## src/rtl/core/assert_macros.svh

```systemverilog
// Assertion helpers used by the allocator RTL.
`ifndef ASSERT_MACROS_SVH
`define ASSERT_MACROS_SVH

// Concurrent assertion that is checked on every rising clock edge outside reset.
`define ASSERT_CLK(label, clk, rst_n, prop, msg) \
  label: assert property (@(posedge clk) disable iff (!rst_n) (prop)) else $error(msg);

// Concurrent assertion that a condition never holds outside reset.
`define ASSERT_NEVER(label, clk, rst_n, expr, msg) \
  label: assert property (@(posedge clk) disable iff (!rst_n) !(expr)) else $error(msg);

`endif

```

## src/rtl/core/ffba_pkg.sv

```systemverilog
package ffba_pkg;

  // Table and header geometry.
  localparam int MaxBlocks   = 64;
  localparam int HeaderBytes = 24;
  localparam int IdxW        = (MaxBlocks > 1) ? $clog2(MaxBlocks) : 1;
  localparam int CntW        = $clog2(MaxBlocks + 1);

  // Port widths.
  localparam int WordW   = 32;
  localparam int OpW     = 2;
  localparam int StatW   = 3;
  localparam int OutCntW = 13;
  localparam int CfgIdxW = 1;

  // Register reset values.
  localparam logic [WordW-1:0] HeapCapReset = 32'd16777216;
  localparam logic [WordW-1:0] MaxReqReset  = 32'd100000000;

  // Register indexes.
  localparam logic [CfgIdxW-1:0] RegHeapCap = 1'd0;
  localparam logic [CfgIdxW-1:0] RegMaxReq  = 1'd1;

  // Operation codes.
  localparam logic [OpW-1:0] OpAlloc  = 2'd0;
  localparam logic [OpW-1:0] OpFree   = 2'd1;
  localparam logic [OpW-1:0] OpResize = 2'd2;

  // Status codes.
  localparam logic [StatW-1:0] StatOk        = 3'd0;
  localparam logic [StatW-1:0] StatBadSize   = 3'd1;
  localparam logic [StatW-1:0] StatHeapFull  = 3'd2;
  localparam logic [StatW-1:0] StatTableFull = 3'd3;
  localparam logic [StatW-1:0] StatUnknown   = 3'd4;

  // One block table entry.
  typedef struct packed {
    logic [WordW-1:0] size;
    logic [WordW-1:0] start;
    logic             free;
  } entry_t;

endpackage

```

## src/rtl/core/ffba_ram.sv

```systemverilog
module ffba_ram #(
  parameter int Width = 8,
  parameter int Depth = 64
) (
  input  logic                     clk_i,
  input  logic                     we_i,
  input  logic [$clog2(Depth)-1:0] waddr_i,
  input  logic [Width-1:0]         wdata_i,
  input  logic [$clog2(Depth)-1:0] raddr_i,
  output logic [Width-1:0]         rdata_o
);

  logic [Width-1:0] mem_q [Depth];
  logic [Width-1:0] rdata_q;

  // One write port and one registered read port.
  always_ff @(posedge clk_i) begin
    if (we_i) begin
      mem_q[waddr_i] <= wdata_i;
    end
    rdata_q <= mem_q[raddr_i];
  end

  assign rdata_o = rdata_q;

endmodule

```

## src/rtl/core/first_fit_block_allocator.sv

```systemverilog
// Bad size, free of address 0 and the unused code are answered straight from idle; a free
// or an allocate scans the table once; a resize that must move does two scans and a release.
// Throughput: one command at a time; busy drops in the cycle its result word is strobed,
// so the next command may be taken then. The receiver cannot stall result words.
// Reset clears all counters and the table fill count; table entries need no clearing.
`include "assert_macros.svh"

module first_fit_block_allocator (
  input  logic                                 clk_i,
  input  logic                                 rst_ni,
  input  logic                                 start,
  output logic                                 busy,
  input  logic [ffba_pkg::OpW-1:0]             operation_i,
  input  logic [ffba_pkg::WordW-1:0]           request_size_i,
  input  logic [ffba_pkg::WordW-1:0]           target_address_i,
  input  logic                                 cfg_we_i,
  input  logic [ffba_pkg::CfgIdxW-1:0]         cfg_idx_i,
  input  logic [ffba_pkg::WordW-1:0]           cfg_wdata_i,
  output logic                                 result_valid_o,
  output logic [ffba_pkg::StatW-1:0]           status_o,
  output logic [ffba_pkg::WordW-1:0]           result_address_o,
  output logic [ffba_pkg::OutCntW-1:0]         free_block_count_o,
  output logic [ffba_pkg::WordW-1:0]           free_byte_count_o,
  output logic [ffba_pkg::OutCntW-1:0]         total_block_count_o,
  output logic [ffba_pkg::WordW-1:0]           total_byte_count_o
);

  localparam logic [1:0] StIdle   = 2'd0;
  localparam logic [1:0] StLookup = 2'd1;
  localparam logic [1:0] StAlloc  = 2'd2;
  localparam logic [1:0] StMark   = 2'd3;

  localparam logic [ffba_pkg::CntW-1:0]    CntMax  = ffba_pkg::CntW'(ffba_pkg::MaxBlocks);
  localparam logic [ffba_pkg::WordW-1:0]   HdrWord = ffba_pkg::WordW'(ffba_pkg::HeaderBytes);
  localparam logic [ffba_pkg::WordW+1:0]   HdrWide = (ffba_pkg::WordW + 2)'(ffba_pkg::HeaderBytes);

  logic [1:0]                      state_q, state_d;
  logic [ffba_pkg::WordW-1:0]      cap_q, cap_d, maxreq_q, maxreq_d;
  logic [ffba_pkg::CntW-1:0]       cnt_q, cnt_d, free_blk_q, free_blk_d;
  logic [ffba_pkg::WordW-1:0]      heap_used_q, heap_used_d;
  logic [ffba_pkg::WordW-1:0]      free_bytes_q, free_bytes_d, bytes_q, bytes_d;
  logic [ffba_pkg::CntW-1:0]       ptr_q, ptr_d;
  logic                            chk_vld_q, chk_vld_d;
  logic [ffba_pkg::IdxW-1:0]       chk_idx_q, chk_idx_d;
  logic                            res_vld_q, res_vld_d;
  logic [ffba_pkg::StatW-1:0]      res_status_q, res_status_d;
  logic [ffba_pkg::WordW-1:0]      res_addr_q, res_addr_d;
  logic [ffba_pkg::OpW-1:0]        op_q, op_d;
  logic [ffba_pkg::WordW-1:0]      sz_q, sz_d, tgt_q, tgt_d;
  logic [ffba_pkg::IdxW-1:0]       old_idx_q, old_idx_d;
  ffba_pkg::entry_t                old_ent_q, old_ent_d;

  logic                            ram_we;
  logic [ffba_pkg::IdxW-1:0]       ram_waddr;
  ffba_pkg::entry_t                ram_wdata;
  logic [$bits(ffba_pkg::entry_t)-1:0] ram_rdata;
  ffba_pkg::entry_t                rd_ent;

  logic                            scan_more;
  logic                            in_bad;
  logic                            has_old;
  logic [ffba_pkg::WordW+1:0]      need;

  // Block table: size, start offset and free mark in one word.
  ffba_ram #(
    .Width ($bits(ffba_pkg::entry_t)),
    .Depth (ffba_pkg::MaxBlocks)
  ) u_table (
    .clk_i   (clk_i),
    .we_i    (ram_we),
    .waddr_i (ram_waddr),
    .wdata_i (ram_wdata),
    .raddr_i (ptr_q[ffba_pkg::IdxW-1:0]),
    .rdata_o (ram_rdata)
  );

  assign rd_ent    = ffba_pkg::entry_t'(ram_rdata);
  assign scan_more = (ptr_q < cnt_q);
  assign in_bad    = (request_size_i == '0) || (request_size_i > maxreq_q);
  assign has_old   = (op_q == ffba_pkg::OpResize) && (tgt_q != '0);
  assign need      = {2'b00, heap_used_q} + {2'b00, sz_q} + HdrWide;

  // Sequencer: decode, table scans and table updates.
  always_comb begin
    state_d      = state_q;
    cap_d        = cap_q;
    maxreq_d     = maxreq_q;
    cnt_d        = cnt_q;
    free_blk_d   = free_blk_q;
    heap_used_d  = heap_used_q;
    free_bytes_d = free_bytes_q;
    bytes_d      = bytes_q;
    ptr_d        = ptr_q;
    chk_vld_d    = 1'b0;
    chk_idx_d    = chk_idx_q;
    res_vld_d    = 1'b0;
    res_status_d = res_status_q;
    res_addr_d   = res_addr_q;
    op_d         = op_q;
    sz_d         = sz_q;
    tgt_d        = tgt_q;
    old_idx_d    = old_idx_q;
    old_ent_d    = old_ent_q;
    ram_we       = 1'b0;
    ram_waddr    = chk_idx_q;
    ram_wdata    = rd_ent;

    // Configuration writes must arrive only while idle; the block itself does not enforce this.
    if (cfg_we_i) begin
      unique case (cfg_idx_i)
        ffba_pkg::RegHeapCap: cap_d    = cfg_wdata_i;
        ffba_pkg::RegMaxReq:  maxreq_d = cfg_wdata_i;
      endcase
    end

    // Both scans issue one table read per cycle; the read data is registered and returns in the next cycle.
    if ((state_q == StLookup) || (state_q == StAlloc)) begin
      if (scan_more) begin
        ptr_d     = ptr_q + 1'b1;
        chk_vld_d = 1'b1;
        chk_idx_d = ptr_q[ffba_pkg::IdxW-1:0];
      end
    end

    unique case (state_q)
      StIdle: begin
        if (start) begin
          op_d  = operation_i;
          sz_d  = request_size_i;
          tgt_d = target_address_i;
          ptr_d = '0;
          chk_vld_d    = 1'b0;
          res_status_d = ffba_pkg::StatOk;
          res_addr_d   = '0;
          unique case (operation_i)
            ffba_pkg::OpAlloc: begin
              if (in_bad) begin
                res_vld_d    = 1'b1;
                res_status_d = ffba_pkg::StatBadSize;
              end else begin
                state_d = StAlloc;
              end
            end
            ffba_pkg::OpFree: begin
              if (target_address_i == '0) begin
                res_vld_d = 1'b1;
              end else begin
                state_d = StLookup;
              end
            end
            ffba_pkg::OpResize: begin
              if (in_bad) begin
                res_vld_d    = 1'b1;
                res_status_d = ffba_pkg::StatBadSize;
              end else if (target_address_i == '0) begin
                state_d = StAlloc;
              end else begin
                state_d = StLookup;
              end
            end
            default: begin
              res_vld_d = 1'b1;
            end
          endcase
        end
      end

      StLookup: begin
        if (chk_vld_q && ((rd_ent.start + HdrWord) == tgt_q)) begin
          if (op_q == ffba_pkg::OpFree) begin
            if (!rd_ent.free) begin
              ram_we         = 1'b1;
              ram_wdata.free = 1'b1;
              free_blk_d     = free_blk_q + 1'b1;
              free_bytes_d   = free_bytes_q + rd_ent.size;
            end
            res_vld_d    = 1'b1;
            res_status_d = ffba_pkg::StatOk;
            res_addr_d   = '0;
            state_d      = StIdle;
          end else if (rd_ent.size >= sz_q) begin
            res_vld_d    = 1'b1;
            res_status_d = ffba_pkg::StatOk;
            res_addr_d   = tgt_q;
            state_d      = StIdle;
          end else begin
            // Too small: remember the old block and look for a new one.
            old_idx_d = chk_idx_q;
            old_ent_d = rd_ent;
            ptr_d     = '0;
            chk_vld_d = 1'b0;
            state_d   = StAlloc;
          end
        end else if (!chk_vld_q && !scan_more) begin
          res_vld_d    = 1'b1;
          res_status_d = ffba_pkg::StatUnknown;
          res_addr_d   = '0;
          state_d      = StIdle;
        end
      end

      StAlloc: begin
        if (chk_vld_q && rd_ent.free && (rd_ent.size >= sz_q)) begin
          // Reuse the first free block that is large enough.
          ram_we         = 1'b1;
          ram_wdata.free = 1'b0;
          free_blk_d     = free_blk_q - 1'b1;
          free_bytes_d   = free_bytes_q - rd_ent.size;
          res_status_d   = ffba_pkg::StatOk;
          res_addr_d     = rd_ent.start + HdrWord;
          chk_vld_d      = 1'b0;
          if (has_old) begin
            state_d = StMark;
          end else begin
            res_vld_d = 1'b1;
            state_d   = StIdle;
          end
        end else if (!chk_vld_q && !scan_more) begin
          if (cnt_q == CntMax) begin
            res_vld_d    = 1'b1;
            res_status_d = ffba_pkg::StatTableFull;
            res_addr_d   = '0;
            state_d      = StIdle;
          end else if (need > {2'b00, cap_q}) begin
            res_vld_d    = 1'b1;
            res_status_d = ffba_pkg::StatHeapFull;
            res_addr_d   = '0;
            state_d      = StIdle;
          end else begin
            // Append a new block at the top of the heap.
            ram_we          = 1'b1;
            ram_waddr       = cnt_q[ffba_pkg::IdxW-1:0];
            ram_wdata.size  = sz_q;
            ram_wdata.start = heap_used_q;
            ram_wdata.free  = 1'b0;
            cnt_d           = cnt_q + 1'b1;
            heap_used_d     = need[ffba_pkg::WordW-1:0];
            bytes_d         = bytes_q + sz_q;
            res_status_d    = ffba_pkg::StatOk;
            res_addr_d      = heap_used_q + HdrWord;
            if (has_old) begin
              state_d = StMark;
            end else begin
              res_vld_d = 1'b1;
              state_d   = StIdle;
            end
          end
        end
      end

      StMark: begin
        // The move succeeded, so the old block is released.
        if (!old_ent_q.free) begin
          ram_we         = 1'b1;
          ram_waddr      = old_idx_q;
          ram_wdata      = old_ent_q;
          ram_wdata.free = 1'b1;
          free_blk_d     = free_blk_q + 1'b1;
          free_bytes_d   = free_bytes_q + old_ent_q.size;
        end
        res_vld_d = 1'b1;
        state_d   = StIdle;
      end

      default: begin
        state_d = StIdle;
      end
    endcase
  end

  // Control state and counters.
  always_ff @(posedge clk_i or negedge rst_ni) begin
    if (!rst_ni) begin
      state_q      <= StIdle;
      cap_q        <= ffba_pkg::HeapCapReset;
      maxreq_q     <= ffba_pkg::MaxReqReset;
      cnt_q        <= '0;
      free_blk_q   <= '0;
      heap_used_q  <= '0;
      free_bytes_q <= '0;
      bytes_q      <= '0;
      ptr_q        <= '0;
      chk_vld_q    <= 1'b0;
      res_vld_q    <= 1'b0;
    end else begin
      state_q      <= state_d;
      cap_q        <= cap_d;
      maxreq_q     <= maxreq_d;
      cnt_q        <= cnt_d;
      free_blk_q   <= free_blk_d;
      heap_used_q  <= heap_used_d;
      free_bytes_q <= free_bytes_d;
      bytes_q      <= bytes_d;
      ptr_q        <= ptr_d;
      chk_vld_q    <= chk_vld_d;
      res_vld_q    <= res_vld_d;
    end
  end

  // Command and result words.
  always_ff @(posedge clk_i) begin
    chk_idx_q    <= chk_idx_d;
    res_status_q <= res_status_d;
    res_addr_q   <= res_addr_d;
    op_q         <= op_d;
    sz_q         <= sz_d;
    tgt_q        <= tgt_d;
    old_idx_q    <= old_idx_d;
    old_ent_q    <= old_ent_d;
  end

  assign busy                = (state_q != StIdle);
  assign result_valid_o      = res_vld_q;
  assign status_o            = res_status_q;
  assign result_address_o    = res_addr_q;
  assign free_block_count_o  = ffba_pkg::OutCntW'(free_blk_q);
  assign free_byte_count_o   = free_bytes_q;
  assign total_block_count_o = ffba_pkg::OutCntW'(cnt_q);
  assign total_byte_count_o  = bytes_q;

  `ASSERT_NEVER(a_free_le_total, clk_i, rst_ni, free_blk_q > cnt_q, "free blocks exceed table fill")
  `ASSERT_NEVER(a_cnt_le_max, clk_i, rst_ni, cnt_q > CntMax, "table fill beyond its depth")
  `ASSERT_CLK(a_res_after_cmd, clk_i, rst_ni, result_valid_o |-> ($past(busy) || $past(start)), "result word without a command")
  `ASSERT_CLK(a_lookup_tgt, clk_i, rst_ni, (state_q == StLookup) |-> (tgt_q != '0), "address scan for address zero")

endmodule

```

## config.mk

```make
export PLATFORM = sky130hd
export DESIGN_NAME = first_fit_block_allocator
export DESIGN_NICKNAME = d
export VERILOG_FILES = /design/src/rtl/core/ffba_pkg.sv /design/src/rtl/core/ffba_ram.sv /design/src/rtl/core/first_fit_block_allocator.sv
export VERILOG_INCLUDE_DIRS = /design/src /design/src/rtl/core
export SDC_FILE = /design/constraint.sdc
export NUM_CORES = 2
export LEC_CHECK = 0
export BUFFER_PORTS_ARGS = -buffer_cell sky130_fd_sc_hd__buf_2
export CAP_MARGIN = 20
export CELL_PAD_IN_SITES_DETAIL_PLACEMENT = 1
export CELL_PAD_IN_SITES_GLOBAL_PLACEMENT = 2
export CORE_MARGIN = 2
export CORE_UTILIZATION = 50
export DETAILED_ROUTE_END_ITERATION = 16
export PLACE_DENSITY_LB_ADDON = 0.1
export SLEW_MARGIN = 5
export SYNTH_ARGS = -nofsm -noshare
export SYNTH_HDL_FRONTEND = slang
export SYNTH_MEMORY_MAX_BITS = 65536
export SYNTH_SLANG_ARGS = --single-unit
```

## constraint.sdc

```tcl
create_clock -name clk_i -period 20.1 [get_ports clk_i]
set_input_delay 1.005 -clock clk_i [delete_from_list [all_inputs] [get_ports clk_i]]
set_output_delay 1.005 -clock clk_i [all_outputs]
set_load 0.005 [all_outputs]
```

==> out/summary.txt <==
Status: finished clean
Clock transition at the registers of the reported paths: 60 ps
Hold_ws: 103.3 ps
Worst Skew: 38.86 ps
TNS Setup: 0 ps
Max-cap violations: 0
Psw: 0.01183 W
DIE AREA: 376800 um2
Slew headroom: 22.23%
Num rows: 223
Mean post-synth cell area: 21.01 um2
Total GRT Usage: 29.08%
Synthesis-to-finish area growth: 12.96%
Final wirelength: 544.8 mm
Hold Path Class: in -> async
Clock insertion delay at the later pin of the skew report: 990 ps
I/O pins: 230
GPL Wtd Cong: 0.8953
Nets: 9722
Setup Viol. Count Final: 0
Post-route ant nets: 0
Placed Area: 195000 um2
Worst Path Buf+Inv: 4
Sequential fraction of the synthesis area: 73.25%
Drc violations: 0
Most frequent cells in the layout: edfxtp_1 (4338), mux4_2 (1365), clkbuf_16 (468)
I/O Buffers: 217
Number of synthesized register bits: 4588
Post-synthesis cell area: 186000 um2
Synth async-reset ratio: 4.032%
CTS Hold Bufs: 0
H-tree levels: 5
Switch share: 35.20%
Pin count of the biggest net entering global routing: 127
Synthesized instance count: 8852
Pins Over Slew Limit: 0
Slowest cell on crit path: a211oi_1
Number of distinct library cells after synthesis: 91
Proportion of layout cells with a drive suffix above 1: 29.24%
Iteration-0 DRC Markers: 12610
CP Data Required Time: 20700 ps
Initial antenna violation count: 64
VDD IR max: 0.0001722 V
Clock period minus final worst setup slack: 9445 ps
Int Pwr: 0.02178 W
Tcrit/Tclk final: 46.99%
CTS tree: built
Chip width: 613.9 um
Filler Cell Count: 31140
Fmax: 105.9 MHz
Number of global-route vias before repair: 97370
Root Driver: clkbuf_16
GRT overflow: 0
Multi-input logic area: 48530 um2
Core Region: 369700 um2
Ys flop type: edfxtp_1
Chip height: 613.9 um
Starting Density: 50.30%
Routed len/inst: 36.96 um
Number of flops mapped to enable cells by yosys: 4338
Critical path's top delay family: compound AO/OA/AOI/OAI gates
RSZ-0062 raised after global routing: no
Sequential power share: 41.9%
Post_cts resized: 0
Total power: 0.03360 W
Detailed placement HPWL: 340.0 mm
Setup repair bufs after CTS: 0
CP Capture Type: flop
First-pass GRT wire length: 769.2 mm
CTS Buf Count: 461
CP Data Arrival Time: 10040 ps
Commonest non-fill, non-tap cell in the layout: edfxtp_1
Final WS setup: 10660 ps
CTS sink cnt: 4588
Setup crit start kind: flop
Place WS: 10720 ps
Clk buf depth: 4
Hold Fails Final Rpt: 0
First-pass DRT Iterations: 5
Leakage power total: 66.97 nW
Worst R2R Setup Slack: 10660 ps
Reg area: 136200 um2
Tightest Pin Transition: 1160 ps
Critical-path maximum fanout: 74
Clock share of power: 25.4%
Syn. warnings: 0
Slowest stage delay, CP: 1030 ps
P per Cell Area: 160.0 nW/um2
Crit Path Class: reg -> reg
Final instance area: 210100 um2
DR vias: 95230
Vias per cell: 6.461
Comb pwr share: 32.7%
cell type report:
cell class              instances  area share (%)
well taps                    4950           2.948
clock buffers                 580           5.851
repair buffers                518           1.677
diodes                         28         0.03336
inverters                     155          0.2793
flip-flops and latches       4588           64.85
multi-input cells            3645           23.10
clock inverters               276           1.253
metrics by stage:
stage,util (%),cells
after global placement,52.74,13850
after detailed placement,52.74,13850
after global routing,56.81,14720
final,56.82,14740
after floorplan,-,8863
after CTS,56.78,14710
synthesized netlist by cell type, types with 99 or more instances:
| cell type | n | area share [%] |
|---|---|---|
| a21oi_1 | 131 | 0.35 |
| clkbuf_1 | 364 | 0.73 |
| dfrtp_1 | 172 | 2.3 |
| edfxtp_1 | 4338 | 70 |
| ha_1 | 246 | 1.7 |
| inv_1 | 155 | 0.31 |
| mux2_2 | 99 | 0.60 |
| mux4_2 | 1365 | 17 |
| nand2_1 | 318 | 0.64 |
| nor2_1 | 136 | 0.27 |
| nor4_1 | 116 | 0.39 |
| o21ai_0 | 178 | 0.48 |
| xnor2_1 | 120 | 0.57 |
power by group through the flow:
stage	clock network, W	logic (W)	registers (W)
2_1_floorplan	0	0.00612	0.0141
3_3_place_gp	0	0.0106	0.0142
3_5_place_dp	0	0.0110	0.0143
5_1_grt	0.00901	0.0117	0.0141
6_report	0.00855	0.0110	0.0141
4_1_cts	0.00869	0.0110	0.0141
final timing paths:
path                                       from               endpoint  cells after the start
min reg2reg                       free_blk_q[6]          free_blk_q[6]                      1
max in group asynchronous                rst_ni  free_byte_count_o[19]                      3
min                                      rst_ni           maxreq_q[17]                      1
min in group clk_i         target_address_i[27]              tgt_q[27]                      1
max                                     sz_q[1]  u_table.mem_q[33][16]                     27
max reg2reg                             sz_q[1]  u_table.mem_q[33][16]                     27
kinds of logic (layout without fill, tap and decap cells):
group	after synthesis	in the layout	synth area share, %
flip-flops	4588	4588	73.25
AND/OR/NAND/NOR	914	914	2.457
XOR/XNOR	196	196	0.9453
AO/OA/AOI/OAI	728	728	2.745
multiplexers	1545	1545	17.57
adder cells (fa/ha/maj)	250	250	1.698
buffers and inverters	630	1529	1.338
other	1	40	0.002017
sequential cells by signal, indices dropped and copies added (netlist names):
register	cells
u_table.mem_q	4160
old_ent_q	65
u_table.rdata_o	65
cap_q	32
free_byte_count_o	32
heap_used_q	32
maxreq_q	32
result_address_o	32
sz_q	32
tgt_q	32
total_byte_count_o	32
cnt_q	7
free_blk_q	7
ptr_q	7
chk_idx_q	6
old_idx_q	6
status_o	3
op_q	2
state_q	2
chk_vld_q	1
result_valid_o	1
worst reg2reg max path: stages (launching register included):
cell and delay (ps):
edfxtp_1 430, ha_1 300, ha_1 240, fa_1 500
a211oi_1 300, o21bai_1 180, o221ai_1 400, a21oi_1 200
nor2_1 200, o21ai_0 260, and3_1 250, o22ai_1 180
xnor2_1 180, ha_1 300, a211oi_1 250, o21ai_0 170
a211oi_1 250, o211ai_1 110, o21ai_0 180, nand4_1 100
buf_4 200, a211o_4 610, a211oi_1 1030, or3b_2 510
buf_4 270, nor4_2 270, buf_4 500, buf_4 620
per-layer routing:
layer	track usage (%)	up-vias	wire [um]
met4	8.363	4	16850
li1	-	38280	-
met2	45.04	4472	255900
met1	43.28	51820	226600
met3	4.505	659	45460
met5	0	-	27
No activity file was read; power rests on OpenSTA's default activity.
